===== src/sv/rbc_pkg.sv =====
// ----------------------------------------------------------------------------
// rbc_pkg: shared constants for the resonant biquad controller
// Fixed-point formats, datapath widths and configuration register indexes.
// ----------------------------------------------------------------------------
`default_nettype none

package rbc_pkg;

  // Field and format widths
  localparam int SAMPLE_W   = 16;  // integer samples
  localparam int COEF_W     = 32;  // Q8.24 coefficients
  localparam int COEF_FRAC  = 24;
  localparam int STATE_W    = 48;  // Q32.16 history
  localparam int STATE_FRAC = 16;

  // Shared multiplier: coefficient times one half of a history word
  localparam int HALF_W = STATE_W / 2;
  localparam int PROD_W = COEF_W + HALF_W + 1;

  // Accumulator holds the exact sum of three full products plus headroom
  localparam int ACC_W = COEF_W + STATE_W + 4;

  // Configuration port
  localparam int CFG_IDX_W  = 3;
  localparam int CFG_DATA_W = COEF_W;

  typedef enum logic [CFG_IDX_W-1:0] {
    REG_COEF_B0 = 3'd0,
    REG_COEF_B1 = 3'd1,
    REG_COEF_B2 = 3'd2,
    REG_COEF_A1 = 3'd3,
    REG_COEF_A2 = 3'd4,
    REG_OUT_MIN = 3'd5,
    REG_OUT_MAX = 3'd6,
    REG_ENABLE  = 3'd7
  } cfg_reg_e;

endpackage

`default_nettype wire


===== src/sv/resonant_biquad_controller.sv =====
// ----------------------------------------------------------------------------
// resonant_biquad_controller: quasi-PR controller step, direct-form-II biquad
// Error = reference - feedback, w0 = error - a1*w1 - a2*w2 (saturated),
// out = b0*w0 + b1*w1 + b2*w2 clamped to [out_min, out_max].
// ----------------------------------------------------------------------------
// A sample transfer starts one controller step; the block drops in_ready_o
// until the step is finished and its result is in the output register. A
// normal step runs ten partial products on the single 32x25 signed
// multiplier (five coefficient-times-history products, each split into a
// low and a high half of the 48-bit history word) with their accumulation
// overlapped; each of the two product passes then adds in its last product,
// ST_W0 saturates w0, and ST_DONE clamps and loads the result. The next
// sample is taken in the cycle the result appears. A clear command or a
// sample taken while enable is low goes straight to ST_DONE and returns 0.
// The output register lets the next sample be taken while a result waits;
// the step after that stalls in its last cycle until the result is taken.
// ----------------------------------------------------------------------------
`default_nettype none

module resonant_biquad_controller (
  input  wire logic                                 clk_i,
  input  wire logic                                 rst_ni,
  // sample channel
  input  wire logic                                 in_valid_i,
  output logic                                      in_ready_o,
  input  wire logic                                 cmd_i,
  input  wire logic signed [rbc_pkg::SAMPLE_W-1:0]  reference_i,
  input  wire logic signed [rbc_pkg::SAMPLE_W-1:0]  feedback_i,
  // result channel
  output logic                                      out_valid_o,
  input  wire logic                                 out_ready_i,
  output logic signed [rbc_pkg::SAMPLE_W-1:0]       control_out_o,
  // configuration write port
  input  wire logic                                 cfg_we_i,
  input  wire logic [rbc_pkg::CFG_IDX_W-1:0]        cfg_idx_i,
  input  wire logic [rbc_pkg::CFG_DATA_W-1:0]       cfg_wdata_i
);

  localparam int SW    = rbc_pkg::SAMPLE_W;
  localparam int CW    = rbc_pkg::COEF_W;
  localparam int HW    = rbc_pkg::STATE_W;
  localparam int HALF  = rbc_pkg::HALF_W;
  localparam int PW    = rbc_pkg::PROD_W;
  localparam int AW    = rbc_pkg::ACC_W;
  localparam int CFRAC = rbc_pkg::COEF_FRAC;
  localparam int RSH   = rbc_pkg::COEF_FRAC + rbc_pkg::STATE_FRAC;
  localparam int RES_W = AW - RSH;

  // Step counter: the first pass ends after four products, the second after ten
  localparam logic [3:0] STEP_W0_END  = 4'd4;
  localparam logic [3:0] STEP_OUT_END = 4'd10;

  typedef enum logic [2:0] {
    ST_IDLE,
    ST_FBK,    // feedback products a1*w1, a2*w2
    ST_W0,     // saturate w0
    ST_FWD,    // feedforward products b0*w0, b1*w1, b2*w2
    ST_DONE    // clamp and load output register
  } state_e;

  // Product pairs, selected by step[3:1]
  typedef enum logic [2:0] {
    OP_A1W1 = 3'd0,
    OP_A2W2 = 3'd1,
    OP_B0W0 = 3'd2,
    OP_B1W1 = 3'd3,
    OP_B2W2 = 3'd4
  } op_e;

  // Configuration registers
  logic signed [CW-1:0] coef_b0_q, coef_b1_q, coef_b2_q, coef_a1_q, coef_a2_q;
  logic signed [SW-1:0] out_min_q, out_max_q;
  logic                 enable_q;

  // Controller state and datapath registers
  state_e               state_q;
  logic [3:0]           step_q;
  logic                 zero_q;
  logic signed [HW-1:0] hist_one_q, hist_two_q, w0_q;
  logic signed [AW-1:0] acc_q;
  logic signed [PW-1:0] prod_q;
  logic                 prod_hi_q;
  logic                 out_valid_q;
  logic signed [SW-1:0] out_q;

  logic signed [CW-1:0]   mul_a;
  logic signed [HW-1:0]   hist_sel;
  logic signed [HALF:0]   mul_b;
  logic signed [PW-1:0]   mul_p;
  logic signed [AW-1:0]   term;
  logic signed [SW:0]     err;
  logic signed [AW-1:0]   err_acc;
  logic                   w0_in_range;
  logic signed [HW-1:0]   w0_sat;
  logic signed [RES_W-1:0] res;
  logic signed [SW-1:0]   res_clamp;
  logic                   issue;
  logic                   out_free;

  assign in_ready_o    = (state_q == ST_IDLE);
  assign out_valid_o   = out_valid_q;
  assign control_out_o = out_q;
  assign out_free      = !out_valid_q || out_ready_i;

  // Operand select for the shared multiplier
  always_comb begin
    unique case (op_e'(step_q[3:1]))
      OP_A1W1: begin mul_a = coef_a1_q; hist_sel = hist_one_q; end
      OP_A2W2: begin mul_a = coef_a2_q; hist_sel = hist_two_q; end
      OP_B0W0: begin mul_a = coef_b0_q; hist_sel = w0_q;       end
      OP_B1W1: begin mul_a = coef_b1_q; hist_sel = hist_one_q; end
      OP_B2W2: begin mul_a = coef_b2_q; hist_sel = hist_two_q; end
      default: begin mul_a = '0;        hist_sel = '0;         end
    endcase
  end

  // Low half is unsigned, high half carries the sign
  assign mul_b = step_q[0] ? {hist_sel[HW-1], hist_sel[HW-1:HALF]}
                           : {1'b0, hist_sel[HALF-1:0]};
  assign mul_p = mul_a * mul_b;

  // Registered partial product, weighted by its half
  assign term = prod_hi_q ? (AW'(prod_q) <<< HALF) : AW'(prod_q);

  assign issue = ((state_q == ST_FBK) && (step_q != STEP_W0_END)) ||
                 ((state_q == ST_FWD) && (step_q != STEP_OUT_END));

  // Error aligned to the Q.(24+16) accumulator
  assign err     = (SW+1)'(reference_i) - (SW+1)'(feedback_i);
  assign err_acc = AW'(err) <<< RSH;

  // w0 saturation to the history range
  assign w0_in_range = (&acc_q[AW-1:CFRAC+HW-1]) || !(|acc_q[AW-1:CFRAC+HW-1]);
  assign w0_sat = w0_in_range ? acc_q[CFRAC+HW-1:CFRAC]
                              : {acc_q[AW-1], {(HW-1){!acc_q[AW-1]}}};

  // Output clamp, upper limit first
  assign res = acc_q[AW-1:RSH];
  always_comb begin
    if (res > RES_W'(out_max_q)) begin
      res_clamp = out_max_q;
    end else if (res < RES_W'(out_min_q)) begin
      res_clamp = out_min_q;
    end else begin
      res_clamp = res[SW-1:0];
    end
  end

  // Configuration writes
  always_ff @(posedge clk_i or negedge rst_ni) begin
    if (!rst_ni) begin
      coef_b0_q <= '0;
      coef_b1_q <= '0;
      coef_b2_q <= '0;
      coef_a1_q <= '0;
      coef_a2_q <= '0;
      out_min_q <= {1'b1, {(SW-1){1'b0}}};
      out_max_q <= {1'b0, {(SW-1){1'b1}}};
      enable_q  <= 1'b0;
    end else if (cfg_we_i) begin
      unique case (rbc_pkg::cfg_reg_e'(cfg_idx_i))
        rbc_pkg::REG_COEF_B0: coef_b0_q <= cfg_wdata_i[CW-1:0];
        rbc_pkg::REG_COEF_B1: coef_b1_q <= cfg_wdata_i[CW-1:0];
        rbc_pkg::REG_COEF_B2: coef_b2_q <= cfg_wdata_i[CW-1:0];
        rbc_pkg::REG_COEF_A1: coef_a1_q <= cfg_wdata_i[CW-1:0];
        rbc_pkg::REG_COEF_A2: coef_a2_q <= cfg_wdata_i[CW-1:0];
        rbc_pkg::REG_OUT_MIN: out_min_q <= cfg_wdata_i[SW-1:0];
        rbc_pkg::REG_OUT_MAX: out_max_q <= cfg_wdata_i[SW-1:0];
        rbc_pkg::REG_ENABLE:  enable_q  <= cfg_wdata_i[0];
        default: ;
      endcase
    end
  end

  // Sequencer and datapath
  always_ff @(posedge clk_i or negedge rst_ni) begin
    if (!rst_ni) begin
      state_q     <= ST_IDLE;
      step_q      <= '0;
      zero_q      <= 1'b0;
      hist_one_q  <= '0;
      hist_two_q  <= '0;
      w0_q        <= '0;
      acc_q       <= '0;
      prod_q      <= '0;
      prod_hi_q   <= 1'b0;
      out_valid_q <= 1'b0;
      out_q       <= '0;
    end else begin
      // drain the result slot unless a new result is loaded this cycle
      if (out_ready_i && (state_q != ST_DONE)) begin
        out_valid_q <= 1'b0;
      end

      // one product per cycle while issue is set, accumulated from prod_q in the next cycle
      if (issue) begin
        prod_q    <= mul_p;
        prod_hi_q <= step_q[0];
      end

      unique case (state_q)
        ST_IDLE: begin
          if (in_valid_i) begin
            step_q <= '0;
            acc_q  <= err_acc;
            if (cmd_i) begin
              hist_one_q <= '0;
              hist_two_q <= '0;
              zero_q     <= 1'b1;
              state_q    <= ST_DONE;
            end else if (!enable_q) begin
              zero_q  <= 1'b1;
              state_q <= ST_DONE;
            end else begin
              zero_q  <= 1'b0;
              state_q <= ST_FBK;
            end
          end
        end
        ST_FBK: begin
          if (step_q != '0) begin
            acc_q <= acc_q - term;
          end
          step_q <= step_q + 4'd1;
          if (step_q == STEP_W0_END) begin
            state_q <= ST_W0;
          end
        end
        ST_W0: begin
          w0_q    <= w0_sat;
          acc_q   <= '0;
          step_q  <= STEP_W0_END;
          state_q <= ST_FWD;
        end
        ST_FWD: begin
          if (step_q != STEP_W0_END) begin
            acc_q <= acc_q + term;
          end
          step_q <= step_q + 4'd1;
          if (step_q == STEP_OUT_END) begin
            state_q <= ST_DONE;
          end
        end
        ST_DONE: begin
          if (out_free) begin
            out_q       <= zero_q ? '0 : res_clamp;
            out_valid_q <= 1'b1;
            if (!zero_q) begin
              hist_two_q <= hist_one_q;
              hist_one_q <= w0_q;
            end
            state_q <= ST_IDLE;
          end
        end
        default: state_q <= ST_IDLE;
      endcase
    end
  end

endmodule

`default_nettype wire


===== config.mk =====
export PLATFORM = sky130hd
export DESIGN_NAME = resonant_biquad_controller
export DESIGN_NICKNAME = d
export VERILOG_FILES = /design/src/sv/rbc_pkg.sv /design/src/sv/resonant_biquad_controller.sv
export SDC_FILE = /design/constraint.sdc
export NUM_CORES = 2
export LEC_CHECK = 0
export ABC_CLOCK_PERIOD_IN_PS = 8250
export BUFFER_PORTS_ARGS = -buffer_cell sky130_fd_sc_hd__buf_2
export CELL_PAD_IN_SITES_DETAIL_PLACEMENT = 1
export CELL_PAD_IN_SITES_GLOBAL_PLACEMENT = 1
export CORE_ASPECT_RATIO = 1.25
export CORE_MARGIN = 5
export CORE_UTILIZATION = 46
export CTS_BUF_LIST = sky130_fd_sc_hd__clkbuf_16
export DETAILED_ROUTE_END_ITERATION = 8
export GPL_ROUTABILITY_DRIVEN = 0
export HOLD_SLACK_MARGIN = 0.02
export PLACE_DENSITY_LB_ADDON = 0.1
export SLEW_MARGIN = 20
export SYNTH_ARGS = -nofsm -noshare
export SYNTH_HDL_FRONTEND = slang
export SYNTH_SLANG_ARGS = --single-unit

===== constraint.sdc =====
create_clock -name clk_i -period 8.25 [get_ports clk_i]
set_clock_uncertainty 0.15 [all_clocks]
set_input_delay 1.2375 -clock clk_i [delete_from_list [all_inputs] [get_ports clk_i]]
set_output_delay 1.2375 -clock clk_i [all_outputs]
set_load 0.02 [all_outputs]

==> results.sh <==
export IMPL_outcome="complete, but fails checks"
export IMPL_violations="negative setup slack"
export IMPL_critical_path_arrival_ns=9.25
export IMPL_vias=54300
export IMPL_met2_usage_pct=59.6
export IMPL_cts_root_buf="clkbuf_16"
export IMPL_setup_viol=32
export IMPL_vias_per_cell=5.84
export IMPL_final_common_cell="inv_1"
export IMPL_port_buffers=90
export IMPL_numCtsBuffers=56
export IMPL_synth_nets=8189
export IMPL_layout_common_cells="938 x inv_1, 927 x nand2_1, 786 x fa_1"
export IMPL_grt_pass1_vias=59600
export IMPL_clk_insertion_delay_late_ns=0.70
export IMPL_die_area_um2=140000
export IMPL_critPathRequiredTime_ns=8.68
export IMPL_synth_warnings=0
export IMPL_fin_crit_ns=8.81
export IMPL_postCtsHoldBufs=0
export IMPL_ant_nets=0
export IMPL_synth_edff_count=0
export IMPL_synthDistinctLibCells=94
export IMPL_drv_cap=0
export IMPL_crit_slowest_cell="fa_1"
export IMPL_yosysSeqAreaShare_pct=20.7
export IMPL_synthArstFlopShare_pct=100
export IMPL_syn_inst=6950
export IMPL_ys_flop_type="dfrtp_1"
export IMPL_fmax_ghz=0.113
export IMPL_ys_ff_latch=504
export IMPL_worstPathMaxFanout=7
export IMPL_die_w_um=336
export IMPL_drc=0
export IMPL_drt_iter0_drc=3583
export IMPL_grt_usage_pct=33.4
export IMPL_max_stage_delay_ns=0.55
export IMPL_ioPinCount=91
export IMPL_grt_setup_unrepaired="true"
export IMPL_end_kind="flip-flop"
export IMPL_syn2layout_area_growth_pct=20.1
export IMPL_syn_area_um2=61100
export IMPL_final_nets=8750
export IMPL_core_area_um2=132000
export IMPL_cts_htree_levels=2
export IMPL_wirelength_um=239000
export IMPL_drt_first_pass_iters=5
export IMPL_die_y_um=418
export IMPL_fin_util_pct=55.6
export IMPL_critPathKind="reg2reg"
export IMPL_crit_path_frequent_cell="fa_1"
export IMPL_avgSynthCellArea_um2=8.80
export IMPL_grt_antenna_before_repair=13
export IMPL_wl_per_cell_um=25.8
export IMPL_setup_ws_ns=-0.563
export IMPL_cts_reportedPaths_clkPinSlew_ns=0.07
export IMPL_fill_cells=15200
export IMPL_dpl_hpwl_um=189000
export IMPL_hold_viol=0
export IMPL_met1_usage_pct=39.0
export IMPL_cts_sinks=504
export IMPL_initial_core_util_pct=46.3
export IMPL_cts_tree="yes"
export IMPL_fin_crit_sh_pct=107
export IMPL_worst_slew_pin_slew_ns=1.16
export IMPL_layout_drive_gt1_share_pct=21.4
export IMPL_met3_usage_pct=3.97
export IMPL_relSlewSlack_pct=22.3
export IMPL_top_usage_layer="met2"
export IMPL_hold_path_class="reg2reg"
export IMPL_grt_pass1_wl_um=360000
export IMPL_rows=149
export IMPL_worst_setup_path_start_kind="flip-flop"
export IMPL_clockBufferDepth=3
export IMPL_grt_remaining_overflow=0
export IMPL_grt_start_max_net_pins=175
export IMPL_slew_violations=0
critical path, delay by kind of cell (launching register included):
family,cells,cell delay [ns]
AO/OA/AOI/OAI,12,2.64
adder cells (fa/ha/maj),8,3.87
AND/OR/NAND/NOR,2,0.23
flip-flops,1,0.51
buffers and inverters,13,1.27
path summary, 6_finish.rpt:
check                               start             to  slack, ns  cells after the start
min in group asynchronous          rst_ni      acc_q[16]       0.35                      1
max in group asynchronous          rst_ni  coef_a1_q[19]       5.97                      2
worst max-delay path            step_q[2]     prod_q[25]      -0.56                     35
worst min-delay path             acc_q[3]       acc_q[3]       0.33                      2
worst min register to register   acc_q[3]       acc_q[3]       0.33                      2
worst max register to register  step_q[2]     prod_q[25]      -0.56                     35
registers in the layout, indices dropped and copies added (netlist names):
name	flops
coef_b2_q	32
coef_a2_q	32
state_q	3
prod_hi_q	1
w0_q	48
out_min_q	16
hist_two_q	48
out_max_q	16
coef_b1_q	32
control_out_o	16
out_valid_o	1
step_q	4
coef_a1_q	32
enable_q	1
prod_q	57
zero_q	1
acc_q	84
coef_b0_q	32
hist_one_q	48
what timing repair did:
action,in CTS,in global routing
pin swaps,112,109
cloned,10,10
endpoints found under the setup margin,36,37
buffers inserted,51,54
resized for setup,299,183
metal layers:
layer	up-vias	wire, µm
li1	23700	-
met1	28200	89200
met2	1634	120000
met3	675	11900
met4	4	17900
met5	-	27
stage by stage:
| step | setup WS [ns] | area (µm²) | TNS, ns | hold WS [ns] | std cells |
|---|---|---|---|---|---|
| after floorplan | 0.00311 | 61400 | 0 | 0.295 | 6950 |
| after global placement | -0.535 | 68400 | -7.49 | 0.306 | 9067 |
| after detailed placement | -0.705 | 68500 | -12.33 | 0.319 | 9068 |
| after CTS | -0.323 | 72100 | -4.14 | 0.331 | 9230 |
| after global routing | -0.859 | 73400 | -19.20 | 0.349 | 9293 |
| final | -0.563 | 73400 | -10.95 | 0.332 | 9295 |
final cells by class:
type	instances	area (µm²)	area share, %
Clock buffer	56	1400	1.91
Sequential cell	504	12600	17.2
Clock inverter	47	408	0.556
Antenna cell	3	7.51	0.0102
Timing Repair Buffer	903	8070	11.0
Multi-Input combinational cell	5088	45100	61.4
Inverter	958	3610	4.91
Tap cell	1736	2170	2.96
cells by family after synthesis:
logic type	after synthesis	share of synthesized area (%)
adder cells (fa/ha/maj)	1166	34.0
AND/OR/NAND/NOR	2145	15.4
XOR/XNOR	214	3.07
AO/OA/AOI/OAI	1255	13.1
flip-flops	504	20.7
buffers and inverters	1358	8.38
multiplexers	308	5.51
cells in the mapped netlist, types with 65 or more instances:
| cell | count | area share, % |
|---|---|---|
| nor2b_1 | 65 | 0.67 |
| a21oi_1 | 402 | 3.3 |
| nand2_1 | 945 | 5.8 |
| xnor2_1 | 110 | 1.6 |
| nor2_1 | 626 | 3.8 |
| inv_1 | 957 | 5.9 |
| nor3_1 | 69 | 0.56 |
| o21ai_0 | 244 | 2.0 |
| a21o_1 | 117 | 1.4 |
| xor2_1 | 104 | 1.5 |
| clkbuf_1 | 339 | 2.1 |
| mux2i_1 | 79 | 1.3 |
| ha_1 | 344 | 7.0 |
| mux2_2 | 229 | 4.2 |
| dfrtp_1 | 488 | 20 |
| nand3_1 | 151 | 1.2 |
| fa_1 | 822 | 27 |
Power is not shown: default switching activity piles up to over one toggle a cycle in this logic, so the estimate is an artifact.
